**config.mk**
```make
export PLATFORM = sky130hd
export DESIGN_NAME = odometry_pose_integrator
export DESIGN_NICKNAME = d
export VERILOG_FILES = /design/src/rtl/opi_pkg.sv /design/src/rtl/odometry_pose_integrator.sv
export SDC_FILE = /design/constraint.sdc
export NUM_CORES = 2
export LEC_CHECK = 0
export BUFFER_PORTS_ARGS = -buffer_cell sky130_fd_sc_hd__buf_2
export CAP_MARGIN = 20
export CORE_UTILIZATION = 55
export CTS_CLUSTER_SIZE = 12
export DETAILED_ROUTE_END_ITERATION = 10
export PLACE_DENSITY = 0.74
export SLEW_MARGIN = 25
export SYNTH_ARGS = -nofsm -noshare
export SYNTH_HDL_FRONTEND = slang
export SYNTH_SLANG_ARGS = --single-unit
```
**constraint.sdc**
```tcl
create_clock -name clk -period 15 [get_ports clk]
set_clock_uncertainty 0.15 [all_clocks]
set_input_delay 1.5 -clock clk [delete_from_list [all_inputs] [get_ports clk]]
set_output_delay 1.5 -clock clk [all_outputs]
set_load 0.01 [all_outputs]
```
**src/rtl/opi_pkg.sv**
```systemverilog
// Package for the odometry pose integrator: constants, arctangent table, saturation helpers.
`timescale 1ns / 1ps

package opi_pkg;

  // Default parameter values
  localparam int ANGLE_BITS_DEF   = 16;
  localparam int ROTATE_STEPS_DEF = 16;

  // CORDIC gain compensation, 0.6072529... scaled by 2^32
  localparam logic [31:0] GAIN_K = 32'd2608131496;

  // Guard bits carried through the rotation
  localparam int GUARD_BITS = 8;

  // Rotation datapath width: 32-bit value, guard bits, growth headroom
  localparam int CX_W = 42;

  // Arctangent table, 2^32 units per turn
  function automatic logic signed [31:0] atan_entry(input logic [4:0] idx);
    logic signed [31:0] val;
    case (idx)
      5'd0:    val = 32'sd536870912;
      5'd1:    val = 32'sd316933406;
      5'd2:    val = 32'sd167458907;
      5'd3:    val = 32'sd85004756;
      5'd4:    val = 32'sd42667331;
      5'd5:    val = 32'sd21354465;
      5'd6:    val = 32'sd10679838;
      5'd7:    val = 32'sd5340245;
      5'd8:    val = 32'sd2670163;
      5'd9:    val = 32'sd1335087;
      5'd10:   val = 32'sd667544;
      5'd11:   val = 32'sd333772;
      5'd12:   val = 32'sd166886;
      5'd13:   val = 32'sd83443;
      5'd14:   val = 32'sd41721;
      5'd15:   val = 32'sd20861;
      5'd16:   val = 32'sd10430;
      5'd17:   val = 32'sd5215;
      5'd18:   val = 32'sd2608;
      5'd19:   val = 32'sd1304;
      5'd20:   val = 32'sd652;
      5'd21:   val = 32'sd326;
      5'd22:   val = 32'sd163;
      5'd23:   val = 32'sd81;
      default: val = 32'sd0;
    endcase
    return val;
  endfunction

  // Clamp a signed sum to the signed 32-bit range
  function automatic logic signed [31:0] sat_s32(input logic signed [34:0] v);
    logic signed [31:0] res;
    if (v > 35'sd2147483647) begin
      res = 32'sh7FFF_FFFF;
    end else if (v < -35'sd2147483648) begin
      res = 32'sh8000_0000;
    end else begin
      res = v[31:0];
    end
    return res;
  endfunction

  // Clamp an unsigned 33-bit sum to 32 bits
  function automatic logic [31:0] sat_u32(input logic [32:0] v);
    return v[32] ? 32'hFFFF_FFFF : v[31:0];
  endfunction

endpackage

```
**src/rtl/odometry_pose_integrator.sv**
```systemverilog
// Odometry pose integrator: SE(2) accumulation of odometry increments with CORDIC rotation.
//
//   channel | direction | handshake          | payload
//   --------+-----------+--------------------+----------------------------------------------
//   in      | in        | in_valid/in_ready  | op, step_x/y/turn, var_*, covar_*, stop_time
//   out     | out       | out_valid/out_ready| pose_*, acc_var_*, acc_covar_*, last_time
//
// Integrate (op 0): from one transfer to the next possible one the sequencer runs MUL_X and
// MUL_Y on the shared gain multiplier, QUAD for the quarter turn, ROT on the shared CORDIC
// step unit until the last rotation step, FIN to accumulate, then IDLE.
// Restart (op 1): IDLE goes straight to FIN, the rotation is skipped.
// Reset clears the pose, covariance and end time to zero and the sequencer to idle.
// The accumulate cycle waits while an earlier result is still untaken on out.
`timescale 1ns / 1ps

module odometry_pose_integrator #(
  parameter int ANGLE_BITS   = opi_pkg::ANGLE_BITS_DEF,
  parameter int ROTATE_STEPS = opi_pkg::ROTATE_STEPS_DEF
) (
  input  logic               clk,
  input  logic               rst,
  // input channel
  input  logic               in_valid,
  output logic               in_ready,
  input  logic [0:0]         op,
  input  logic signed [31:0] step_x,
  input  logic signed [31:0] step_y,
  input  logic signed [15:0] step_turn,
  input  logic [31:0]        var_x,
  input  logic signed [31:0] covar_xy,
  input  logic signed [31:0] covar_xh,
  input  logic [31:0]        var_y,
  input  logic signed [31:0] covar_yh,
  input  logic [31:0]        var_h,
  input  logic [31:0]        stop_time,
  // output channel
  output logic               out_valid,
  input  logic               out_ready,
  output logic signed [31:0] pose_x,
  output logic signed [31:0] pose_y,
  output logic signed [15:0] pose_heading,
  output logic [31:0]        acc_var_x,
  output logic signed [31:0] acc_covar_xy,
  output logic signed [31:0] acc_covar_xh,
  output logic [31:0]        acc_var_y,
  output logic signed [31:0] acc_covar_yh,
  output logic [31:0]        acc_var_h,
  output logic [31:0]        last_time
);

  import opi_pkg::*;

  localparam int CNT_W = (ROTATE_STEPS > 1) ? $clog2(ROTATE_STEPS) : 1;
  localparam logic [CNT_W-1:0] LAST_STEP = CNT_W'(ROTATE_STEPS - 1);
  localparam int SIGN_PAD = CX_W - 32 - GUARD_BITS;
  localparam logic signed [CX_W-1:0] ROUND_HALF = CX_W'(1 << (GUARD_BITS - 1));
  localparam logic signed [64:0] PROD_ROUND = 65'sd2147483648;

  // Sequencer codes
  localparam logic [2:0] ST_IDLE  = 3'd0;
  localparam logic [2:0] ST_MUL_X = 3'd1;
  localparam logic [2:0] ST_MUL_Y = 3'd2;
  localparam logic [2:0] ST_QUAD  = 3'd3;
  localparam logic [2:0] ST_ROT   = 3'd4;
  localparam logic [2:0] ST_FIN   = 3'd5;

  logic [2:0]              state;
  logic [2:0]              state_next;
  logic [CNT_W-1:0]        step_cnt;

  // Captured item
  logic                    cur_op;
  logic signed [31:0]      cur_x;
  logic signed [31:0]      cur_y;
  logic [ANGLE_BITS-1:0]   cur_turn;
  logic [31:0]             cur_vx;
  logic [31:0]             cur_vy;
  logic [31:0]             cur_vh;
  logic signed [31:0]      cur_cxy;
  logic signed [31:0]      cur_cxh;
  logic signed [31:0]      cur_cyh;
  logic [31:0]             cur_time;

  // Accumulated state
  logic signed [31:0]      sum_x;
  logic signed [31:0]      sum_y;
  logic [ANGLE_BITS-1:0]   sum_heading;
  logic [31:0]             sum_var_x;
  logic [31:0]             sum_var_y;
  logic [31:0]             sum_var_h;
  logic signed [31:0]      sum_cxy;
  logic signed [31:0]      sum_cxh;
  logic signed [31:0]      sum_cyh;
  logic [31:0]             span_end;

  // Rotation datapath
  logic signed [64:0]      prod;
  logic signed [31:0]      gx;
  logic signed [CX_W-1:0]  cx;
  logic signed [CX_W-1:0]  cy;
  logic signed [31:0]      r_ang;

  logic                    in_xfer;
  logic                    out_free;
  logic signed [31:0]      turn_wide;
  logic signed [31:0]      mul_a;
  logic signed [32:0]      gain_op;
  logic signed [64:0]      prod_full;
  logic signed [64:0]      prod_rnd;
  logic signed [31:0]      gy;
  logic [31:0]             z_ang;
  logic [31:0]             z_bias;
  logic [1:0]              quad;
  logic signed [31:0]      resid;
  logic signed [31:0]      qx;
  logic signed [31:0]      qy;
  logic signed [CX_W-1:0]  dx;
  logic signed [CX_W-1:0]  dy;
  logic signed [31:0]      atan_val;
  logic signed [CX_W-1:0]  rnd_x;
  logic signed [CX_W-1:0]  rnd_y;
  logic signed [34:0]      pos_x_sum;
  logic signed [34:0]      pos_y_sum;
  logic [31:0]             heading_wide;

  assign in_ready  = (state == ST_IDLE);
  assign in_xfer   = in_valid && in_ready;
  assign out_free  = !out_valid || out_ready;
  assign turn_wide = 32'(step_turn);

  // Sequencer
  always_comb begin
    state_next = state;
    unique case (state)
      ST_IDLE:  if (in_xfer) state_next = op[0] ? ST_FIN : ST_MUL_X;
      ST_MUL_X: state_next = ST_MUL_Y;
      ST_MUL_Y: state_next = ST_QUAD;
      ST_QUAD:  state_next = ST_ROT;
      ST_ROT:   if (step_cnt == LAST_STEP) state_next = ST_FIN;
      ST_FIN:   if (out_free) state_next = ST_IDLE;
      default:  state_next = ST_IDLE;
    endcase
  end

  always_ff @(posedge clk) begin
    if (rst) begin
      state    <= ST_IDLE;
      step_cnt <= '0;
    end else begin
      state <= state_next;
      if (state == ST_ROT) begin
        step_cnt <= step_cnt + CNT_W'(1);
      end else begin
        step_cnt <= '0;
      end
    end
  end

  // Capture the item on transfer
  always_ff @(posedge clk) begin
    if (in_xfer) begin
      cur_op   <= op[0];
      cur_x    <= step_x;
      cur_y    <= step_y;
      cur_turn <= turn_wide[ANGLE_BITS-1:0];
      cur_vx   <= var_x;
      cur_vy   <= var_y;
      cur_vh   <= var_h;
      cur_cxy  <= covar_xy;
      cur_cxh  <= covar_xh;
      cur_cyh  <= covar_yh;
      cur_time <= stop_time;
    end
  end

  // Shared gain multiplier, x then y
  assign mul_a     = (state == ST_MUL_X) ? cur_x : cur_y;
  assign gain_op   = $signed({1'b0, GAIN_K});
  assign prod_full = mul_a * gain_op;
  assign prod_rnd  = prod + PROD_ROUND;
  assign gy        = prod_rnd[63:32];

  // Quarter-turn split of the stored heading
  assign z_ang  = {sum_heading, {(32 - ANGLE_BITS){1'b0}}};
  assign z_bias = z_ang + 32'h2000_0000;
  assign quad   = z_bias[31:30];
  assign resid  = $signed(z_ang - {quad, 30'd0});

  always_comb begin
    case (quad)
      2'd0:    begin qx = gx;  qy = gy;  end
      2'd1:    begin qx = -gy; qy = gx;  end
      2'd2:    begin qx = -gx; qy = -gy; end
      default: begin qx = gy;  qy = -gx; end
    endcase
  end

  // CORDIC step unit
  assign dx       = cy >>> step_cnt;
  assign dy       = cx >>> step_cnt;
  assign atan_val = atan_entry(5'(step_cnt));

  always_ff @(posedge clk) begin
    if (state == ST_MUL_X || state == ST_MUL_Y) begin
      prod <= prod_full;
    end
    if (state == ST_MUL_Y) begin
      gx <= prod_rnd[63:32];
    end
    if (state == ST_QUAD) begin
      cx    <= {{SIGN_PAD{qx[31]}}, qx, {GUARD_BITS{1'b0}}};
      cy    <= {{SIGN_PAD{qy[31]}}, qy, {GUARD_BITS{1'b0}}};
      r_ang <= resid;
    end else if (state == ST_ROT) begin
      if (!r_ang[31]) begin
        cx    <= cx - dx;
        cy    <= cy + dy;
        r_ang <= r_ang - atan_val;
      end else begin
        cx    <= cx + dx;
        cy    <= cy - dy;
        r_ang <= r_ang + atan_val;
      end
    end
  end

  // Drop guard bits with round half up, then add to the position
  assign rnd_x     = cx + ROUND_HALF;
  assign rnd_y     = cy + ROUND_HALF;
  assign pos_x_sum = 35'(sum_x) + 35'($signed(rnd_x[CX_W-1:GUARD_BITS]));
  assign pos_y_sum = 35'(sum_y) + 35'($signed(rnd_y[CX_W-1:GUARD_BITS]));

  // Accumulate or restart, and post the result
  always_ff @(posedge clk) begin
    if (rst) begin
      sum_x       <= '0;
      sum_y       <= '0;
      sum_heading <= '0;
      sum_var_x   <= '0;
      sum_var_y   <= '0;
      sum_var_h   <= '0;
      sum_cxy     <= '0;
      sum_cxh     <= '0;
      sum_cyh     <= '0;
      span_end    <= '0;
      out_valid   <= 1'b0;
    end else if (state == ST_FIN && out_free) begin
      if (cur_op) begin
        sum_x       <= cur_x;
        sum_y       <= cur_y;
        sum_heading <= cur_turn;
        sum_var_x   <= cur_vx;
        sum_var_y   <= cur_vy;
        sum_var_h   <= cur_vh;
        sum_cxy     <= cur_cxy;
        sum_cxh     <= cur_cxh;
        sum_cyh     <= cur_cyh;
      end else begin
        sum_x       <= sat_s32(pos_x_sum);
        sum_y       <= sat_s32(pos_y_sum);
        sum_heading <= sum_heading + cur_turn;
        sum_var_x   <= sat_u32({1'b0, sum_var_x} + {1'b0, cur_vx});
        sum_var_y   <= sat_u32({1'b0, sum_var_y} + {1'b0, cur_vy});
        sum_var_h   <= sat_u32({1'b0, sum_var_h} + {1'b0, cur_vh});
        sum_cxy     <= sat_s32(35'(sum_cxy) + 35'(cur_cxy));
        sum_cxh     <= sat_s32(35'(sum_cxh) + 35'(cur_cxh));
        sum_cyh     <= sat_s32(35'(sum_cyh) + 35'(cur_cyh));
      end
      span_end  <= cur_time;
      out_valid <= 1'b1;
    end else if (out_ready) begin
      out_valid <= 1'b0;
    end
  end

  // Result fields read straight from the accumulated state
  assign heading_wide = 32'(sum_heading);
  assign pose_x       = sum_x;
  assign pose_y       = sum_y;
  assign pose_heading = heading_wide[15:0];
  assign acc_var_x    = sum_var_x;
  assign acc_var_y    = sum_var_y;
  assign acc_var_h    = sum_var_h;
  assign acc_covar_xy = sum_cxy;
  assign acc_covar_xh = sum_cxh;
  assign acc_covar_yh = sum_cyh;
  assign last_time    = span_end;

  // Checks
  a_restart_skips_rotation: assert property (@(posedge clk) disable iff (rst)
    (in_xfer && op[0]) |=> (state == ST_FIN))
    else $error("restart item did not go straight to accumulate");

  a_integrate_starts_mul: assert property (@(posedge clk) disable iff (rst)
    (in_xfer && !op[0]) |=> (state == ST_MUL_X))
    else $error("integrate item did not start on the multiplier");

  a_rotation_length: assert property (@(posedge clk) disable iff (rst)
    (state == ST_ROT && step_cnt == LAST_STEP) |=> (state == ST_FIN))
    else $error("rotation did not end after the last step");

  a_fin_holds_on_stall: assert property (@(posedge clk) disable iff (rst)
    (state == ST_FIN && out_valid && !out_ready) |=> (state == ST_FIN && out_valid))
    else $error("accumulate ran over an untaken result");

  a_result_from_fin: assert property (@(posedge clk) disable iff (rst)
    $rose(out_valid) |-> ($past(state) == ST_FIN))
    else $error("result posted outside the accumulate cycle");

endmodule
```
==> qor.yml <==
grt_pass1_wl_um: 397000
dp_hpwl_um: 210000
cts_max_level: 3
synthXorXnorAreaFrac_pct: 8.71
synth-seq-area-share_pct: 27.4
synth_cells: 8367
synthMuxAreaShare_pct: 5.30
dr.pass1.iters: 6
dieArea_mm2: 0.143
wire_per_inst_um: 24.7
cap_viol_max_count: 0
grt_pass1_vias: 65100
ys_top_cells_by_area: "edfxtp_1, ha_1, fa_1"
cts_hold_buf: 0
synth_top_family_by_area: "adder cells"
synth.distinct_cells: 101
finalHoldWorstSlack_ns: 0.306
antenna_found_initial: 37
synth_largest_area_cell: "edfxtp_1"
vias: 67100
drc: 0
worst_pin_slew_ns: 1.18
ys_ff_latch: 828
core_area_mm2: 0.140
async_flop_share_pct: 0
maxSlewViolCount: 0
io_buffer_count: 614
crit_path_max_fanout: 40
grt_start_max_net_pins: 193
fp.dieW_um: 378
fp.dieH_um: 378
reg_top3: "cx x42, cy x42, prod x33"
hold_viol: 0
synth_compound_area_share_pct: 18.1
crit_type: "reg2reg"
design.final.nets: 10300
start_util_pct: 55.6
fin_util_pct: 61.3
clk_pin_slew_ns: 0.06
rsz0062_at_grt: "no"
synth-warning-count: 0
period_needed_ns: 10.95
dp_slack_ns: 4.05
critPathBufInv: 4
synth_top_cell_area_share_pct: 18.2
syn-cell-area_mm2: 0.0776
hold_path.class: "reg2reg"
setup_slack_ns: 4.05
drt_wl_total_um: 267000
outcome: "finished, final reports clean"
root_buffer: "clkbuf_16"
clk_latency_ns: 0.76
grt.total_usage_pct: 36.5
critPathSlowestCell: "a2111oi_0"
synth.net_count: 9844
cts_buffers: 95
setup_viol: 0
relSlewSlack_pct: 21.1
fin_crit_sh_pct: 73.0
layout-drive-gt1-share_pct: 11.9
post_cts_buffers: 0
synthFlopType: "edfxtp_1"
ant_nets: 0
synth.avg_cell_area_um2: 9.28
area_growth_pct: 10.3
synthSimpleGateAreaFrac_pct: 11.8
row_count: 137
crit_path_start_kind: "register"
critPathMaxStageDelay_ns: 0.88
cts_sinks: 828
endpoint_kind: "register"
grt_overflow: 0
post_cts_resized: 0
tritoncts: "built"
gp_congestion: 1.01
final.setup.tns_ns: 0
vias_per_cell: 6.21
cts_buffer_depth: 3
drtIter0Drc: 7416
synthAdderAreaFrac_pct: 23.0
pin_count: 615
cp_top_family: "adder cells"
arrival_ns: 11.29
crit_required_ns: 15.34
path_common_cell: "fa_1"
synth_edf_count: 470
fmax_mhz: 91.3
## per-stage QoR
stage,instance area [um2],std cells
after floorplan,77600,8367
after global placement,82300,10600
after detailed placement,82300,10600
after CTS,85500,10800
after global routing,85600,10800
final,85600,10800
## cells by family (layout without fill, tap and decap cells)
kind of cell,Yosys count,after routing
AO/OA/AOI/OAI,2240,2240
AND/OR/NAND/NOR,1967,1967
adder cells (fa/ha/maj),1177,1177
buffers and inverters,1117,1645
flip-flops,828,828
XOR/XNOR,771,771
multiplexers,267,267
other,0,26
## worst reg2reg max path, delay by kind of cell, from the launching register on
family | cells | cell delay, ns
AOI/OAI and AO/OA | 10 | 3.03
DFF | 1 | 0.55
adders and majority gates | 9 | 4.23
muxes | 1 | 0.79
buffers and inverters | 4 | 1.02
and+or+nand+nor | 2 | 0.47
xor gates and xnor gates | 2 | 0.45
## cells in the mapped netlist (256+ instances only)
master    number
nor2_1       473
nand2_1      751
fa_1         424
clkbuf_1     256
edfxtp_1     470
o21ai_0      541
a21oi_1      662
xnor2_1      460
ha_1         744
dfxtp_1      358
xor2_1       310
inv_1        784
## layout by cell type (no fill, tap or decap), types with 61 or more instances in the layout
cell,n
a211oi_1,99
a21o_1,243
a21oi_1,662
a31oi_1,78
and3_1,72
buf_2,613
buf_4,61
clkbuf_16,95
dfxtp_1,354
edfxtp_1,470
fa_1,424
ha_1,743
inv_1,782
mux2i_1,105
mux4_2,105
nand2_1,750
nand2b_1,63
nand3_1,136
nand4_1,66
nor2_1,470
nor3_1,108
o21ai_0,541
o221ai_1,103
xnor2_1,458
xor2_1,309
## area by class of cell
type                            count  area, um2
Clock buffer                      134       2590
Fill cell                       12000      54100
Antenna cell                       26       65.1
Timing Repair Buffer              679       3610
Tap cell                         1876       2350
Clock inverter                     46        593
Multi-Input combinational cell   6422      52100
Sequential cell                   828      21300
Inverter                          786       2960
## per-layer routing
layer | track usage (%) | vias up | routed length [um]
met5 | 0 | - | 145
met4 | 15.9 | 22 | 12300
met3 | 6.16 | 561 | 22600
met2 | 58.7 | 3017 | 123000
met1 | 48.4 | 32700 | 109000
li1 | - | 30800 | -
## path summary, 6_finish.rpt
kind / start / depth (start not counted) / to / slack [ns]
min reg2reg: last_time[8] / 2 / last_time[8] / 0.31
min: last_time[8] / 2 / last_time[8] / 0.31
max reg2reg: state[0] / 28 / prod[63] / 4.05
max: state[0] / 28 / prod[63] / 4.05
Power is not shown: default switching activity piles up to over one toggle a cycle in this logic, so the estimate is an artifact.
